<file path="config.mk">
export PLATFORM = sky130hd
export DESIGN_NAME = rgbc_ctrl
export DESIGN_NICKNAME = d
export VERILOG_FILES = /design/src/rgbc_pkg.sv /design/src/rgbc_ctrl.sv
export SDC_FILE = /design/constraint.sdc
export NUM_CORES = 1
export LEC_CHECK = 0
export BUFFER_PORTS_ARGS = -buffer_cell sky130_fd_sc_hd__buf_2
export CAP_MARGIN = 30
export CORE_ASPECT_RATIO = 0.6
export CORE_MARGIN = 10
export CORE_UTILIZATION = 60
export DETAILED_ROUTE_END_ITERATION = 7
export GPL_ROUTABILITY_DRIVEN = 0
export GPL_TIMING_DRIVEN = 0
export PLACE_DENSITY = 0.85
export RECOVER_POWER = 50
export SYNTH_ARGS = -nofsm -noshare
export SYNTH_HDL_FRONTEND = slang
export SYNTH_SLANG_ARGS = --single-unit
</file>
<file path="constraint.sdc">
create_clock -name clk_i -period 10.7 [get_ports clk_i]
set_clock_uncertainty 0.15 [all_clocks]
set_input_delay 2.14 -clock clk_i [delete_from_list [all_inputs] [get_ports clk_i]]
set_output_delay 2.14 -clock clk_i [all_outputs]
set_load 0.05 [all_outputs]
</file>
<file path="src/rgbc_pkg.sv">
package rgbc_pkg;

  localparam int MaxWidth = 2048;
  localparam int AddrW    = $clog2(MaxWidth);
  localparam int CntW     = AddrW + 1;
  localparam int Taps     = 9;
  localparam int TapW     = $clog2(Taps);
  localparam int CfgIdxW  = 3;
  localparam int CfgDataW = 48;

  localparam logic [CfgIdxW-1:0] CfgKernLeft  = 3'd0;
  localparam logic [CfgIdxW-1:0] CfgKernMid   = 3'd1;
  localparam logic [CfgIdxW-1:0] CfgKernRight = 3'd2;
  localparam logic [CfgIdxW-1:0] CfgScale     = 3'd3;
  localparam logic [CfgIdxW-1:0] CfgWidth     = 3'd4;
  localparam logic [CfgIdxW-1:0] CfgHeight    = 3'd5;

  localparam logic [47:0]     KernReset   = 48'h0100_0100_0100;
  localparam logic [15:0]     ScaleReset  = 16'd7282;
  localparam logic [CntW-1:0] WidthReset  = 12'd640;
  localparam logic [15:0]     HeightReset = 16'd480;

  localparam logic [TapW-1:0] TapLast = TapW'(Taps - 1);

  typedef struct packed {
    logic       action;
    logic [7:0] red;
    logic [7:0] green;
    logic [7:0] blue;
  } in_word_t;

  typedef struct packed {
    logic [7:0] out_red;
    logic [7:0] out_green;
    logic [7:0] out_blue;
    logic       last_of_step;
    logic       end_of_frame;
  } out_word_t;

  typedef enum logic [1:0] {
    NbKeep  = 2'd0,
    NbWin   = 2'd1,
    NbShift = 2'd2
  } nb_sel_e;

  typedef struct packed {
    logic             pix_load;
    logic             rd_en;
    logic [AddrW-1:0] rd_addr;
    logic             wr_en;
    logic [AddrW-1:0] wr_addr;
    logic             col_zero;
    logic             row_zero;
    nb_sel_e          nb_sel;
    logic             drd_load;
    logic [1:0]       drd_col;
    logic             acc_clr;
    logic             mac_en;
    logic [TapW-1:0]  tap;
    logic             scl_en;
    logic             out_load;
    logic             out_last;
    logic             out_eof;
  } cmd_t;

  typedef struct packed {
    logic out_free;
  } stat_t;

endpackage

</file>
<file path="src/rgbc_ctrl.sv">
module rgbc_ctrl import rgbc_pkg::*; (
  input  logic                clk_i,
  input  logic                rst_ni,
  input  logic                cfg_we_i,
  input  logic [CfgIdxW-1:0]  cfg_idx_i,
  input  logic [CfgDataW-1:0] cfg_data_i,
  input  logic                in_valid_i,
  input  logic                in_action_i,
  output logic                in_stall_o,
  input  stat_t               stat_i,
  output cmd_t                cmd_o
);

  typedef enum logic [6:0] {
    SIdle = 7'b0000001,
    SPrd  = 7'b0000010,
    SDrd  = 7'b0000100,
    SLoad = 7'b0001000,
    SMac  = 7'b0010000,
    SScl  = 7'b0100000,
    SOut  = 7'b1000000
  } state_e;

  typedef enum logic [1:0] {
    ModeA = 2'd0,
    ModeB = 2'd1,
    ModeD = 2'd2
  } mode_e;

  state_e           state_q, state_d;
  mode_e            mode_q, mode_d;
  logic [CntW-1:0]  fw_q;
  logic [15:0]      fh_q;
  logic [AddrW-1:0] col_q, col_d;
  logic [15:0]      row_q, row_d;
  logic [CntW-1:0]  pend_q, pend_d;
  logic [1:0]       j_q, j_d;
  logic [TapW-1:0]  tap_q, tap_d;
  logic             needb_q, needb_d;
  logic             eof_q, eof_d;

  logic [CntW-1:0]  weff, wm1;
  logic [15:0]      hm1;
  logic             lastcol, rowlast, e1, e2;
  logic [AddrW-1:0] cl, cr;

  always_comb begin
    if (fw_q == '0) begin
      weff = CntW'(1);
    end else if (fw_q > CntW'(MaxWidth)) begin
      weff = CntW'(MaxWidth);
    end else begin
      weff = fw_q;
    end
    wm1     = weff - CntW'(1);
    hm1     = (fh_q == '0) ? 16'd0 : fh_q - 16'd1;
    lastcol = {1'b0, col_q} >= wm1;
    rowlast = row_q >= hm1;
    e1      = (col_q != '0) && (row_q != '0);
    e2      = lastcol && (row_q != '0);
    cl      = (col_q == '0) ? col_q : col_q - AddrW'(1);
    cr      = (({1'b0, col_q} + CntW'(1)) < weff) ? col_q + AddrW'(1) : col_q;
  end

  assign in_stall_o = (state_q != SIdle);

  always_comb begin
    state_d = state_q;
    mode_d  = mode_q;
    col_d   = col_q;
    row_d   = row_q;
    pend_d  = pend_q;
    j_d     = j_q;
    tap_d   = tap_q;
    needb_d = needb_q;
    eof_d   = eof_q;
    cmd_o   = '0;
    cmd_o.nb_sel = NbKeep;
    unique case (state_q)
      SIdle: begin
        if (in_valid_i) begin
          cmd_o.pix_load = 1'b1;
          if (in_action_i) begin
            if (pend_q != '0) begin
              j_d     = 2'd0;
              state_d = SDrd;
            end
          end else begin
            cmd_o.rd_en   = 1'b1;
            cmd_o.rd_addr = (pend_q != '0) ? '0 : col_q;
            // a pixel during the drain drops the pending row
            if (pend_q != '0) begin
              pend_d = '0;
              col_d  = '0;
              row_d  = '0;
            end
            state_d = SPrd;
          end
        end
      end
      SPrd: begin
        cmd_o.wr_en    = 1'b1;
        cmd_o.wr_addr  = col_q;
        cmd_o.col_zero = (col_q == '0);
        cmd_o.row_zero = (row_q == '0);
        if (lastcol) begin
          col_d = '0;
          if (rowlast) begin
            row_d  = '0;
            pend_d = weff;
          end else begin
            row_d = row_q + 16'd1;
          end
        end else begin
          col_d = col_q + AddrW'(1);
        end
        if (e1) begin
          mode_d  = ModeA;
          needb_d = e2;
          state_d = SLoad;
        end else if (e2) begin
          mode_d  = ModeB;
          needb_d = 1'b0;
          state_d = SLoad;
        end else begin
          state_d = SIdle;
        end
      end
      SDrd: begin
        cmd_o.rd_en = (j_q != 2'd3);
        unique case (j_q)
          2'd0:    cmd_o.rd_addr = cl;
          2'd1:    cmd_o.rd_addr = col_q;
          default: cmd_o.rd_addr = cr;
        endcase
        if (j_q != 2'd0) begin
          cmd_o.drd_load = 1'b1;
          cmd_o.drd_col  = j_q - 2'd1;
        end
        j_d = j_q + 2'd1;
        if (j_q == 2'd3) begin
          pend_d  = pend_q - CntW'(1);
          eof_d   = (pend_q == CntW'(1));
          col_d   = (pend_q == CntW'(1)) ? '0 : col_q + AddrW'(1);
          mode_d  = ModeD;
          needb_d = 1'b0;
          state_d = SLoad;
        end
      end
      SLoad: begin
        cmd_o.acc_clr = 1'b1;
        unique case (mode_q)
          ModeA:   cmd_o.nb_sel = NbWin;
          ModeB:   cmd_o.nb_sel = NbShift;
          default: cmd_o.nb_sel = NbKeep;
        endcase
        tap_d   = '0;
        state_d = SMac;
      end
      SMac: begin
        cmd_o.mac_en = 1'b1;
        cmd_o.tap    = tap_q;
        tap_d        = tap_q + TapW'(1);
        if (tap_q == TapLast) begin
          state_d = SScl;
        end
      end
      SScl: begin
        cmd_o.scl_en = 1'b1;
        state_d      = SOut;
      end
      SOut: begin
        if (stat_i.out_free) begin
          cmd_o.out_load = 1'b1;
          cmd_o.out_last = (mode_q != ModeA) || !needb_q;
          cmd_o.out_eof  = (mode_q == ModeD) && eof_q;
          if ((mode_q == ModeA) && needb_q) begin
            mode_d  = ModeB;
            needb_d = 1'b0;
            state_d = SLoad;
          end else begin
            state_d = SIdle;
          end
        end
      end
      default: state_d = SIdle;
    endcase
  end

  always_ff @(posedge clk_i or negedge rst_ni) begin
    if (!rst_ni) begin
      state_q <= SIdle;
      mode_q  <= ModeA;
      fw_q    <= WidthReset;
      fh_q    <= HeightReset;
      col_q   <= '0;
      row_q   <= '0;
      pend_q  <= '0;
      j_q     <= '0;
      tap_q   <= '0;
      needb_q <= 1'b0;
      eof_q   <= 1'b0;
    end else begin
      state_q <= state_d;
      mode_q  <= mode_d;
      col_q   <= col_d;
      row_q   <= row_d;
      pend_q  <= pend_d;
      j_q     <= j_d;
      tap_q   <= tap_d;
      needb_q <= needb_d;
      eof_q   <= eof_d;
      if (cfg_we_i && (cfg_idx_i == CfgWidth)) begin
        fw_q <= cfg_data_i[CntW-1:0];
      end
      if (cfg_we_i && (cfg_idx_i == CfgHeight)) begin
        fh_q <= cfg_data_i[15:0];
      end
    end
  end

endmodule

</file>
### Word level (Yosys, flattened, before mapping)

Index checks and enable logic that the tools add are counted.

* reductions and logical operators: 31
* $lt $le $gt $ge: 4
* equal/unequal tests: 29
* add/subtract/negate cells: 10
* muxes and demuxes: 67

Operator list (count)
* 12-bit two-way mux: 9
* 16-bit two-way mux: 6
* 11-bit two-way mux: 8
* 7-bit two-way mux: 7
* 7-bit case mux with 7 select lines: 1
* 12-bit case mux with 3 select lines: 1
* 11-bit case mux with 3 select lines: 1
* 16-bit logical NOT: 2
* 16-bit case mux with 2 select lines: 1
* 12-bit case mux with 2 select lines: 1
* 12-bit by 1-bit subtractor with 12-bit output, second input constant: 2
* 2-bit inequality test, second input constant: 11
* 11-bit case mux with 2 select lines: 1
* 2-bit two-way mux: 9
* 16-bit by 1-bit adder with 16-bit output, second input constant: 1
* 16-bit >= comparator: 1
* 16-bit nonzero test: 1
* 16-bit by 1-bit subtractor with 16-bit output, second input constant: 1
* 5-bit AND reduction: 3
* 14-bit two-way mux: 1
* 13-bit two-way mux: 1
* 11-bit by 1-bit adder with 12-bit output, second input constant: 1
* 12-bit by 1-bit == test with 1-bit output, second input constant: 1
* 11-bit by 12-bit >= comparator with 1-bit output: 1
* other kinds (41): 69

* logic and storage cells: 152
* input bits: 57
* output and inout bits: 43
* bits in registers: 84

### Longest topological paths before layout

Gate-level depths: netlist of the first run.

* depth after elaboration: 9
* mapped depth: 18
* mapped depth without buffers: 16

### Worst setup path after synthesis of the first run

Ideal clock, no wire load.

* kind: register to output
* start point: register fw_q[6]
* end point: output cmd_o[34] (netlist bit)
* arrival time: 3.756 ns
* buffers on the path: 2
* cell stages (with the launch flop): 14
* required time: 8.410 ns
* path slack: 4.654 ns
* cells stage by stage: dfrtp_1 or4_1 nor2_1 and3_1 a21o_1 nand2_1 ha_1 a2111oi_0 a21o_1 and2_1 clkbuf_1 clkbuf_1 a21oi_1 o22ai_1

RTL lines
* start, declared: RTL line rgbc_ctrl.sv:32 `logic [CntW-1:0] fw_q;`
* start signal, assigned: RTL line rgbc_ctrl.sv:194 `fw_q <= WidthReset;`
* start signal, assigned: RTL line rgbc_ctrl.sv:214 `fw_q <= cfg_data_i[CntW-1:0];`
* end, declared: RTL line rgbc_ctrl.sv:11 `output cmd_t cmd_o`

==> results of run 1 <==
## layer usage
| layer | vias to the layer above | GRT usage [%] | wire length [um] |
|---|---|---|---|
| met5 | - | 0 | 0 |
| li1 | 3098 | - | - |
| met4 | 0 | 6.72 | 456 |
| met2 | 500 | 38.3 | 8930 |
| met3 | 70 | 8.60 | 2860 |
| met1 | 3263 | 35.6 | 8830 |
## area by class of cell
class                           instances  area share (%)
Sequential cell                        84            27.9
Timing Repair Buffer                   68            4.42
Inverter                               33            1.64
Clock buffer                           10            3.16
Clock inverter                          6           0.612
Multi-Input combinational cell        642            57.3
Tap cell                              139            2.30
Buffer                                 42            2.63
## through the flow
stage | hold WS, ns | setup slack (ns) | util (%) | std cells | power (mW)
after floorplan | 0.315 | 4.65 | - | 801 | 1.22
after global placement | 0.344 | 4.52 | 67.6 | 1007 | 1.44
after detailed placement | 0.367 | 4.34 | 67.8 | 1008 | 1.50
after CTS | 0.380 | 3.94 | 70.4 | 1024 | 1.82
after global routing | 0.402 | 3.53 | 70.2 | 1024 | 1.97
final | 0.382 | 3.78 | 70.2 | 1024 | 1.86
## cells in the final DEF (no fill, tap or decap), types with 13 or more instances in the layout
cell / netlist / routed
sky130_fd_sc_hd__nor3_1: 24 / 24
sky130_fd_sc_hd__nand2_1: 64 / 65
sky130_fd_sc_hd__a21oi_1: 45 / 45
sky130_fd_sc_hd__o31ai_1: 13 / 13
sky130_fd_sc_hd__nor2_1: 70 / 70
sky130_fd_sc_hd__clkbuf_1: 28 / 34
sky130_fd_sc_hd__o21ai_0: 63 / 64
sky130_fd_sc_hd__buf_2: 9 / 71
sky130_fd_sc_hd__mux2_2: 28 / 28
sky130_fd_sc_hd__a31oi_1: 13 / 13
sky130_fd_sc_hd__nand3_1: 27 / 27
sky130_fd_sc_hd__dfrtp_1: 77 / 77
sky130_fd_sc_hd__inv_1: 32 / 32
sky130_fd_sc_hd__and2_1: 17 / 17
sky130_fd_sc_hd__o21ai_1: 14 / 13
sky130_fd_sc_hd__nand2b_1: 13 / 13
sky130_fd_sc_hd__ha_1: 55 / 55
sky130_fd_sc_hd__and3_1: 15 / 15
## report_power, final
group | switching (mW) | total (mW) | internal, mW
registers | 0.137 | 0.548 | 0.411
clock network | 0.144 | 0.310 | 0.166
logic | 0.641 | 0.999 | 0.358
total | 0.922 | 1.86 | 0.934
## worst max-delay path: stages, from the launching register on
cell and delay, ns:
sky130_fd_sc_hd__dfrtp_1 0.43, sky130_fd_sc_hd__clkbuf_1 0.42, sky130_fd_sc_hd__nand3_1 0.21, sky130_fd_sc_hd__nor2_1 0.28, sky130_fd_sc_hd__nand3_1 0.14, sky130_fd_sc_hd__xnor2_1 0.30, sky130_fd_sc_hd__ha_1 0.31, sky130_fd_sc_hd__a21oi_1 0.15
sky130_fd_sc_hd__o21ai_0 0.09, sky130_fd_sc_hd__a21oi_1 0.40, sky130_fd_sc_hd__and2_1 0.20, sky130_fd_sc_hd__clkbuf_1 0.30, sky130_fd_sc_hd__clkbuf_1 0.44, sky130_fd_sc_hd__a21oi_1 0.16, sky130_fd_sc_hd__o2bb2ai_1 0.17, sky130_fd_sc_hd__buf_2 0.28
## cell families after synthesis
family / Yosys count / share of synthesized area, %
adder cells (fa/ha/maj): 55 / 10.2
AND/OR/NAND/NOR: 294 / 22.4
AO/OA/AOI/OAI: 238 / 23.2
XOR/XNOR: 23 / 2.97
multiplexers: 32 / 5.27
flip-flops: 84 / 31.2
buffers and inverters: 75 / 4.78
## registers in the layout, summed over array words and instances (netlist names)
| signal | flops |
|---|---|
| mode_q | 2 |
| state_q | 7 |
| row_q | 16 |
| tap_q | 4 |
| pend_q | 12 |
| fw_q | 12 |
| eof_q | 1 |
| j_q | 2 |
| needb_q | 1 |
| col_q | 11 |
| fh_q | 16 |
## how the worst max path moves through the flow
stage               depth (start not counted)         to  startpoint
floorplan                                  13  cmd_o[34]     fw_q[6]
global placement                           15  cmd_o[34]     fw_q[6]
detailed placement                         16  cmd_o[32]     fw_q[6]
CTS                                        16  cmd_o[32]     fw_q[6]
global route                               15  cmd_o[32]    col_q[4]
finish                                     15  cmd_o[32]    col_q[4]
==> flow_summary_export.csv, run 1 <==
group,metric,value,unit
synth,ys.warnings.count,0,
cts,ctsHtreeMaxLevel,3,
route,drt_first_iter_violations,1297,
timing,max-slew-margin-rel,-64.8,%
power,p_leak,3.49,nW
timing,fmax,144,MHz
global_routing,grt_pass1_wl,33600,um
synth,mappedNetlistArea,0.00677,mm2
die,die_h,102,um
timing,rsz0062_at_grt,"false",
synth,post_synthesis_sequential_element_count,84,
final_layout,regArea,0.00211,mm2
global_routing,grt_remaining_overflow,0,
die,fp-row-count,29,
placed_design,placedInstanceArea,0.00730,mm2
synth,syn-instance-count,801,
synth,ys_async_sr_fraction,100,%
route,num_vias,6931,
worst_setup_path,critical_path_peak_fanout,10,
power,irDropWorstVdd,0.136,mV
die,die_area,0.0161,mm2
cts,reg_clk_slew_reported_paths,0.07,ns
die,die_x,157,um
hold_path,worst_hold_path.endpoint,"fw_q[8]",
route,total_wire_length_after_detailed_routing,21100,um
global_routing,antenna_found_initial,0,
synth,synthesis.area_per_instance,8.46,um2
final_layout,num_antenna_cells,0,
run_status,outcome,"complete, but fails checks",
global_routing,track_usage,25.9,%
timing,finalMaxSlewViolations,87,
timing,min_period_over_period,64.7,%
cts,tritoncts,"done",
run_status,failed_checks,"design-rule violations, max-capacitance violations, max-slew violations",
die,floorplan.initialDensity,62.8,%
cts,cts_root_buffer,"sky130_fd_sc_hd__clkbuf_16",
route,route.detailed.drc,7,
synth,synth_top_flop_cell,"sky130_fd_sc_hd__dfrtp_1",
placed_design,portBuffers,67,
timing,timing.final.setup_violations,0,
cts,cts.sinks,84,
worst_setup_path,end_kind,"output port",
final_layout,fin_nets,992,
synth,synth.top_cells.by_count,"sky130_fd_sc_hd__dfrtp_1 (77), sky130_fd_sc_hd__nor2_1 (70), sky130_fd_sc_hd__nand2_1 (64)",
worst_setup_path,timing_worst_setup_path_type,"reg -> out",
route,wl_per_cell,20.6,um
final_layout,multi_input_comb_area,0.00434,mm2
synth,synth_edf_count,0,
synth,synth_largest_area_cell,"sky130_fd_sc_hd__dfrtp_1",
synth,proportion_of_synthesized_chip_area_in_sequential_cells,31.2,%
hold_path,worst_hold_startpoint,"fw_q[8]",
hold_path,hold_depth,1,
final_layout,final.fill_count,812,
global_routing,vias_in_the_first_global_route,6546,
die,design.core.area,0.0108,mm2
cts,ctsLongestPathBuffers,2,
cts,worst_skew_pair.late_latency,0.35,ns
cts,tritoncts.num_buffers,9,
final_layout,final_cell_area,0.00756,mm2
timing,slew_at_the_pin_with_the_worst_max_slew_slack,2.47,ns
worst_setup_path,timing.rr.end,"pend_q[11]",
synth,synth.area.top_cells,"sky130_fd_sc_hd__dfrtp_1 (28%), sky130_fd_sc_hd__ha_1 (10%), sky130_fd_sc_hd__o21ai_0 (4.7%)",
timing,finalCriticalPeriod,6.92,ns
worst_setup_path,r2r_slack,5.32,ns
route,viasPerCell,6.77,
cts,post_cts.resized_instances,0,
worst_setup_path,worstPathArrival,4.63,ns
synth,cell_variety_after_synth,78,
global_routing,largest_net_degree_at_the_start_of_global_routing,45,
placed_design,dp_hpwl,15800,um
route,drt_pass1_iterations,8,
flow_run,maxcap_violations,2,
worst_setup_path,worst_ep_required_time,8.41,ns
timing,timing_hold_violations_final,0,
die,ios,100,
cts,cts.hold.buffers_added,0,
worst_setup_path,reg2regPathDepth,16,
final_layout,layout_overhead_on_the_synthesized_area,11.7,%
cts,number_of_setup_buffers_added_after_cts,0,
synth,count_leader_synth,"sky130_fd_sc_hd__dfrtp_1",
hold_path,min_path_type,"reg -> reg",
final_layout,post_route_cells_drive_above_1_share,17.2,%
route,number_of_nets_still_failing_antenna_checks_after_routing,0,
worst_setup_path,critical_path.reg2reg.startpoint,"fw_q[3]",
synth,syn-num-nets,913,
timing,setup_tns,0,ns
worst_setup_path,cp-start-kind,"register",
power,power-per-cell-area,245,mW/mm2
synth,synth.top_cell.area_share,28.5,%
Power figures use the tool's default switching activity.
==> inputs of run 2 (changes only) <==
--- a/config.mk
+++ b/config.mk
@@ -9,11 +9,11 @@
 export CAP_MARGIN = 30
 export CORE_ASPECT_RATIO = 0.6
 export CORE_MARGIN = 10
-export CORE_UTILIZATION = 60
+export CORE_UTILIZATION = 53
 export DETAILED_ROUTE_END_ITERATION = 7
 export GPL_ROUTABILITY_DRIVEN = 0
 export GPL_TIMING_DRIVEN = 0
-export PLACE_DENSITY = 0.85
+export PLACE_DENSITY = 0.8
 export RECOVER_POWER = 50
 export SYNTH_ARGS = -nofsm -noshare
 export SYNTH_HDL_FRONTEND = slang
==> constraint.sdc (replaced) <==
create_clock -name clk_i -period 6.3 [get_ports clk_i]
set_clock_uncertainty 0.15 [all_clocks]
set_input_delay 1.26 -clock clk_i [delete_from_list [all_inputs] [get_ports clk_i]]
set_output_delay 1.26 -clock clk_i [all_outputs]
set_load 0.05 [all_outputs]
==> run 2 against run 1 <==
The flow finishes with violations (max-capacitance violations, max-slew violations). Clock power increased by 68%. Global-route usage fell by 4.9 points. Critical path depth unchanged. Via count fell by 6.4%. Largest cell class unchanged.
==> flow_summary_export.csv, run 2 (synthesis results as in run 1) <==
group,metric,value,unit
die,die_h,108,um
worst_setup_path,critical_path_peak_fanout,10,
final_layout,mostFrequentLayoutCells,"sky130_fd_sc_hd__dfrtp_1 (77), sky130_fd_sc_hd__buf_2 (72), sky130_fd_sc_hd__nor2_1 (71), sky130_fd_sc_hd__nand2_1 (64), sky130_fd_sc_hd__o21ai_0 (63)",
route,number_of_nets_still_failing_antenna_checks_after_routing,0,
cts,ctsHtreeMaxLevel,3,
run_status,failed_checks,"max-capacitance violations, max-slew violations",
final_layout,final_core_util,61.6,%
cts,number_of_setup_buffers_added_after_cts,0,
final_layout,final_cell_area,0.00757,mm2
worst_setup_path,cp-start-kind,"register",
cts,cts.sinks,84,
final_layout,fin_nets,992,
die,die_area,0.0178,mm2
power,design_power,3.08,mW
cts,ctsLongestPathBuffers,2,
run_status,outcome,"complete, but fails checks",
final_layout,final.fill_count,1064,
timing,max-slew-margin-rel,-137,%
power,p_leak,3.49,nW
global_routing,grt_pass1_wl,31500,um
timing,setup_tns,0,ns
die,ios,100,
route,total_wire_length_after_detailed_routing,19400,um
placed_design,portBuffers,67,
timing,timing_hold_violations_final,0,
placed_design,instance_count_after_placement_with_tap_cells_included,1034,
global_routing,track_usage,21.0,%
die,fp-row-count,31,
worst_setup_path,worst_ep_required_time,4.89,ns
timing,timing.final.setup_violations,0,
hold_path,min_path_type,"reg -> reg",
die,die_x,166,um
global_routing,grt_remaining_overflow,0,
worst_setup_path,timing_worst_setup_path_type,"reg -> out",
placed_design,preCtsSetupSlack,0.745,ns
worst_setup_path,worstPathArrival,4.64,ns
route,drt_pass1_iterations,6,
final_layout,reg.largest.list,"fh_q x16, row_q x16",
worst_setup_path,end_kind,"output port",
timing,final.hold.worst_slack,0.374,ns
route,route.detailed.drc,0,
timing,slew_at_the_pin_with_the_worst_max_slew_slack,3.56,ns
cts,tritoncts.num_buffers,9,
placed_design,placedInstanceArea,0.00734,mm2
die,floorplan.initialDensity,55.1,%
global_routing,largest_net_degree_at_the_start_of_global_routing,67,
placed_design,dp_hpwl,15000,um
cts,worst_skew_pair.late_latency,0.35,ns
final_layout,most_common_library_cell_in_the_layout_ignoring_fill_and_taps,"sky130_fd_sc_hd__dfrtp_1",
timing,finalMaxSlewViolations,67,
route,drt_first_iter_violations,863,
global_routing,vias_in_the_first_global_route,6032,
timing,layout_setup_ws,0.251,ns
final_layout,post_route_cells_drive_above_1_share,17.2,%
timing,min_period_over_period,96.0,%
timing,rsz0062_at_grt,"false",
global_routing,antenna_found_initial,0,
power,irDropWorstVdd,0.200,mV
die,design.core.area,0.0123,mm2
cts,reg_clk_slew_reported_paths,0.07,ns
cts,tritoncts,"done",
timing,fmax,165,MHz
cts,cts_root_buffer,"sky130_fd_sc_hd__clkbuf_16",
route,wl_per_cell,18.5,um
route,num_vias,6484,
final_layout,non_filler_instance_count_after_layout,1050,
route,viasPerCell,6.18,
timing,finalCriticalPeriod,6.05,ns
final_layout,num_antenna_cells,0,
power,power-per-cell-area,407,mW/mm2
final_layout,layout_overhead_on_the_synthesized_area,11.8,%
flow_run,maxcap_violations,1,
[run 2: final timing paths]
kind / from / endpoint / slack (ns) / depth (start not counted)
max: col_q[4] / cmd_o[36] / 0.25 / 15
max reg2reg: fw_q[3] / pend_q[6] / 1.09 / 16
min in group asynchronous: rst_ni / row_q[10] / 0.95 / 1
min reg2reg: pend_q[4] / pend_q[4] / 0.37 / 2
min: pend_q[4] / pend_q[4] / 0.37 / 2
max in group asynchronous: rst_ni / col_q[6] / 1.13 / 2
[run 2: cell type report]
| cell class | count | area [um2] | area share (%) |
|---|---|---|---|
| Inverter | 33 | 124 | 1.64 |
| Multi-Input combinational cell | 642 | 4320 | 57.1 |
| Timing Repair Buffer | 68 | 334 | 4.41 |
| Clock buffer | 9 | 225 | 2.97 |
| Buffer | 42 | 194 | 2.56 |
| Tap cell | 165 | 206 | 2.73 |
| Sequential cell | 84 | 2110 | 27.9 |
| Clock inverter | 7 | 57.6 | 0.760 |
[run 2: per-layer routing]
| metal | wire length (um) | share of wire (%) | track usage [%] | up-vias |
|---|---|---|---|---|
| met5 | 0 | 0 | 0.815 | - |
| met4 | 125 | 0.64 | 3.84 | 0 |
| met3 | 2030 | 10 | 7.04 | 16 |
| met2 | 7460 | 39 | 27.6 | 300 |
| li1 | - | - | - | 3099 |
| met1 | 9770 | 50 | 31.9 | 3069 |
[run 2: critical path, stage by stage, from the launching register on]
cell,delay (ns)
sky130_fd_sc_hd__dfrtp_1,0.41
sky130_fd_sc_hd__clkbuf_1,0.42
sky130_fd_sc_hd__nand3_1,0.21
sky130_fd_sc_hd__nor2_1,0.34
sky130_fd_sc_hd__nand3_1,0.14
sky130_fd_sc_hd__xnor2_1,0.38
sky130_fd_sc_hd__ha_1,0.34
sky130_fd_sc_hd__a21oi_1,0.19
sky130_fd_sc_hd__o21ai_0,0.12
sky130_fd_sc_hd__a21oi_1,0.35
sky130_fd_sc_hd__and2_1,0.18
sky130_fd_sc_hd__clkbuf_1,0.29
sky130_fd_sc_hd__clkbuf_2,0.32
sky130_fd_sc_hd__a21oi_1,0.11
sky130_fd_sc_hd__o2bb2ai_1,0.20
sky130_fd_sc_hd__buf_2,0.30
[run 2: power by group]
group	internal [mW]	total, mW	switching [mW]
Clock	0.274	0.521	0.247
Combinational	0.599	1.64	1.04
Sequential	0.698	0.921	0.223
[run 2: repair_timing]
item                                    4_1_cts  5_1_grt
endpoints found under the setup margin        0        7
gates resized for setup                       0        2
hold buffers                                  0        0
==> inputs of run 3 (changes only) <==
--- a/config.mk
+++ b/config.mk
@@ -5,12 +5,12 @@
 export SDC_FILE = /design/constraint.sdc
 export NUM_CORES = 1
 export LEC_CHECK = 0
-export BUFFER_PORTS_ARGS = -buffer_cell sky130_fd_sc_hd__buf_2
 export CAP_MARGIN = 30
 export CORE_ASPECT_RATIO = 0.6
 export CORE_MARGIN = 10
-export CORE_UTILIZATION = 53
+export CORE_UTILIZATION = 59
 export DETAILED_ROUTE_END_ITERATION = 7
+export DONT_BUFFER_PORTS = 1
 export GPL_ROUTABILITY_DRIVEN = 0
 export GPL_TIMING_DRIVEN = 0
 export PLACE_DENSITY = 0.8
==> run 3 against run 2 <==
The flow finishes with violations (design-rule violations). Sequential cell count stayed put. Hold slack got worse by 0.0067 ns. Routed wire length up 3.0%. Die area decreased by 8.6%. Critical path depth down 1. Register-to-register slack is essentially flat. First-iteration DRC count shrank 3.0%. Worst setup slack gained 0.068 ns. Non-clock buffer count is 60 lower. Sequential share of layout area grew 0.83 points. Fmax up 1.1%.
==> flow_summary_export.csv, run 3 (synthesis results as in run 1) <==
group,metric,value,unit
route,wl_per_cell,20.6,um
timing,min_period_over_period,94.9,%
cts,ctsLongestPathBuffers,2,
cts,cts_root_buffer,"sky130_fd_sc_hd__clkbuf_16",
cts,tritoncts,"done",
cts,number_of_setup_buffers_added_after_cts,0,
final_layout,regArea,0.00211,mm2
die,die_h,103,um
route,total_wire_length_after_detailed_routing,20000,um
final_layout,fin_nets,932,
global_routing,largest_net_degree_at_the_start_of_global_routing,85,
power,p_leak,3.24,nW
timing,finalCriticalPeriod,5.98,ns
power,design_power,3.18,mW
power,irDropWorstVdd,0.177,mV
die,floorplan.initialDensity,60.1,%
worst_setup_path,critical_path.reg2reg.startpoint,"fw_q[6]",
placed_design,portBuffers,0,
placed_design,placedInstanceArea,0.00703,mm2
route,drt_first_iter_violations,837,
placed_design,dp_hpwl,15000,um
worst_setup_path,crit_top_cell,"sky130_fd_sc_hd__a21o_1",
worst_setup_path,timing_worst_setup_path_type,"reg -> out",
timing,layout_setup_ws,0.319,ns
timing,final.hold.worst_slack,0.368,ns
final_layout,non_filler_instance_count_after_layout,969,
cts,cts.sinks,84,
cts,tritoncts.num_buffers,9,
hold_path,worst_hold_path.endpoint,"eof_q",
final_layout,mostFrequentLayoutCells,"sky130_fd_sc_hd__dfrtp_1 (77), sky130_fd_sc_hd__nor2_1 (70), sky130_fd_sc_hd__nand2_1 (64), sky130_fd_sc_hd__o21ai_0 (61), sky130_fd_sc_hd__ha_1 (55)",
cts,reg_clk_slew_reported_paths,0.06,ns
route,number_of_nets_still_failing_antenna_checks_after_routing,0,
timing,finalMaxSlewViolations,0,
placed_design,instance_count_after_placement_with_tap_cells_included,953,
worst_setup_path,end_kind,"output port",
timing,setup_tns,0,ns
timing,timing.final.setup_violations,0,
worst_setup_path,crit_path_start,"fw_q[6]",
timing,rsz0062_at_grt,"false",
global_routing,grt_remaining_overflow,0,
power,comb_power_share,52.2,%
worst_setup_path,cp-start-kind,"register",
final_layout,post_route_cells_drive_above_1_share,12.1,%
route,drt_pass1_iterations,8,
final_layout,most_common_library_cell_in_the_layout_ignoring_fill_and_taps,"sky130_fd_sc_hd__dfrtp_1",
route,route.detailed.drc,1,
die,ios,100,
hold_path,min_path_type,"reg -> reg",
worst_setup_path,crit_chain,"or4_1 > nor2_1 > and3_1 > a21o_1 > nand2_1 > ha_1 > a2111oi_0 > a21o_1 > and2_1 > clkbuf_1 > clkbuf_2 > a21oi_1 > o22ai_1 > buf_4",
flow_run,maxcap_violations,0,
cts,cts.hold.buffers_added,0,
global_routing,vias_in_the_first_global_route,6189,
global_routing,track_usage,24.3,%
power,power-per-cell-area,432,mW/mm2
final_layout,final_core_util,65.3,%
route,viasPerCell,6.75,
final_layout,final_cell_area,0.00735,mm2
run_status,outcome,"complete, but fails checks",
run_status,failed_checks,"design-rule violations",
worst_setup_path,reg2regPathDepth,17,
route,num_vias,6541,
power,switching_share_of_power,48.0,%
die,design.core.area,0.0113,mm2
final_layout,layout_overhead_on_the_synthesized_area,8.59,%
power,internal-power,1.65,mW
worst_setup_path,worstPathArrival,4.57,ns
worst_setup_path,worst_ep_required_time,4.89,ns
die,die_area,0.0163,mm2
worst_setup_path,critical-path-max-stage-delay,0.58,ns
worst_setup_path,critPathBufInv,3,
timing,timing_hold_violations_final,0,
power,p_clk_share,18.6,%
power,p_sw,1.52,mW
cts,worst_skew_pair.late_latency,0.35,ns
die,fp-row-count,30,
timing,slew_at_the_pin_with_the_worst_max_slew_slack,0.985,ns
worst_setup_path,r2r_slack,1.08,ns
worst_setup_path,timing.rr.end,"pend_q[6]",
hold_path,hold_depth,1,
final_layout,multi_input_comb_area,0.00435,mm2
final_layout,num_antenna_cells,0,
worst_setup_path,critical_path_peak_fanout,10,
timing,fmax,167,MHz
global_routing,antenna_found_initial,0,
final_layout,final.fill_count,904,
hold_path,worst_hold_startpoint,"eof_q",
die,die_x,158,um
worst_setup_path,timing.critical_path.slowest_stage_cell,"sky130_fd_sc_hd__or4_1",
timing,max-slew-margin-rel,33.9,%
placed_design,preCtsSetupSlack,0.371,ns
worst_setup_path,timing.critical_path.max_delay_family,"simple AND/OR/NAND/NOR gates",
power,seq_power_share,29.2,%
global_routing,grt_pass1_wl,31800,um
cts,ctsHtreeMaxLevel,3,
final_layout,reg.largest.list,"fh_q x16, row_q x16",
-- run 3: cell count changes in the layout (fill, tap and decap cells not counted), moves of 3 or more --
cell                       delta
sky130_fd_sc_hd__buf_2       -63
sky130_fd_sc_hd__buf_4        +7
sky130_fd_sc_hd__clkbuf_1     -4
sky130_fd_sc_hd__inv_6        -3
-- run 3: worst max path at each step --
stage	end	cells after the start
after global placement	cmd_o[34]	13
after floorplan	cmd_o[34]	13
final	cmd_o[34]	14
after CTS	cmd_o[33]	13
after detailed placement	cmd_o[33]	13
after global routing	cmd_o[34]	14
-- run 3: area by class of cell --
cell class / count / area share [%]
sequential: 84 / 28.7
buffer: 42 / 2.64
tap: 144 / 2.45
multi-input combinational: 642 / 59.2
clock inverter: 5 / 1.14
timing repair buffer: 8 / 0.919
clock buffer: 11 / 3.30
inverter: 33 / 1.68
-- run 3: per-layer routing --
metal / share of wire (%) / track usage (%)
met3: 14 / 10.7
met4: 2.1 / 5.74
met5: 0 / 0
met2: 41 / 34.9
met1: 43 / 32.9
-- run 3: timing repair --
item                       CTS  global route
setup endpoints to repair    1             6
pin swaps                    0             0
gates resized for setup      1             3
-- run 3: power groups by stage --
stage / clock [mW] / combinational (mW) / sequential, mW
after global routing: 0.623 / 1.81 / 0.943
final: 0.591 / 1.66 / 0.928
after global placement: 0 / 1.50 / 0.903
after floorplan: 0 / 1.23 / 0.845
after CTS: 0.596 / 1.60 / 0.915
after detailed placement: 0 / 1.58 / 0.919
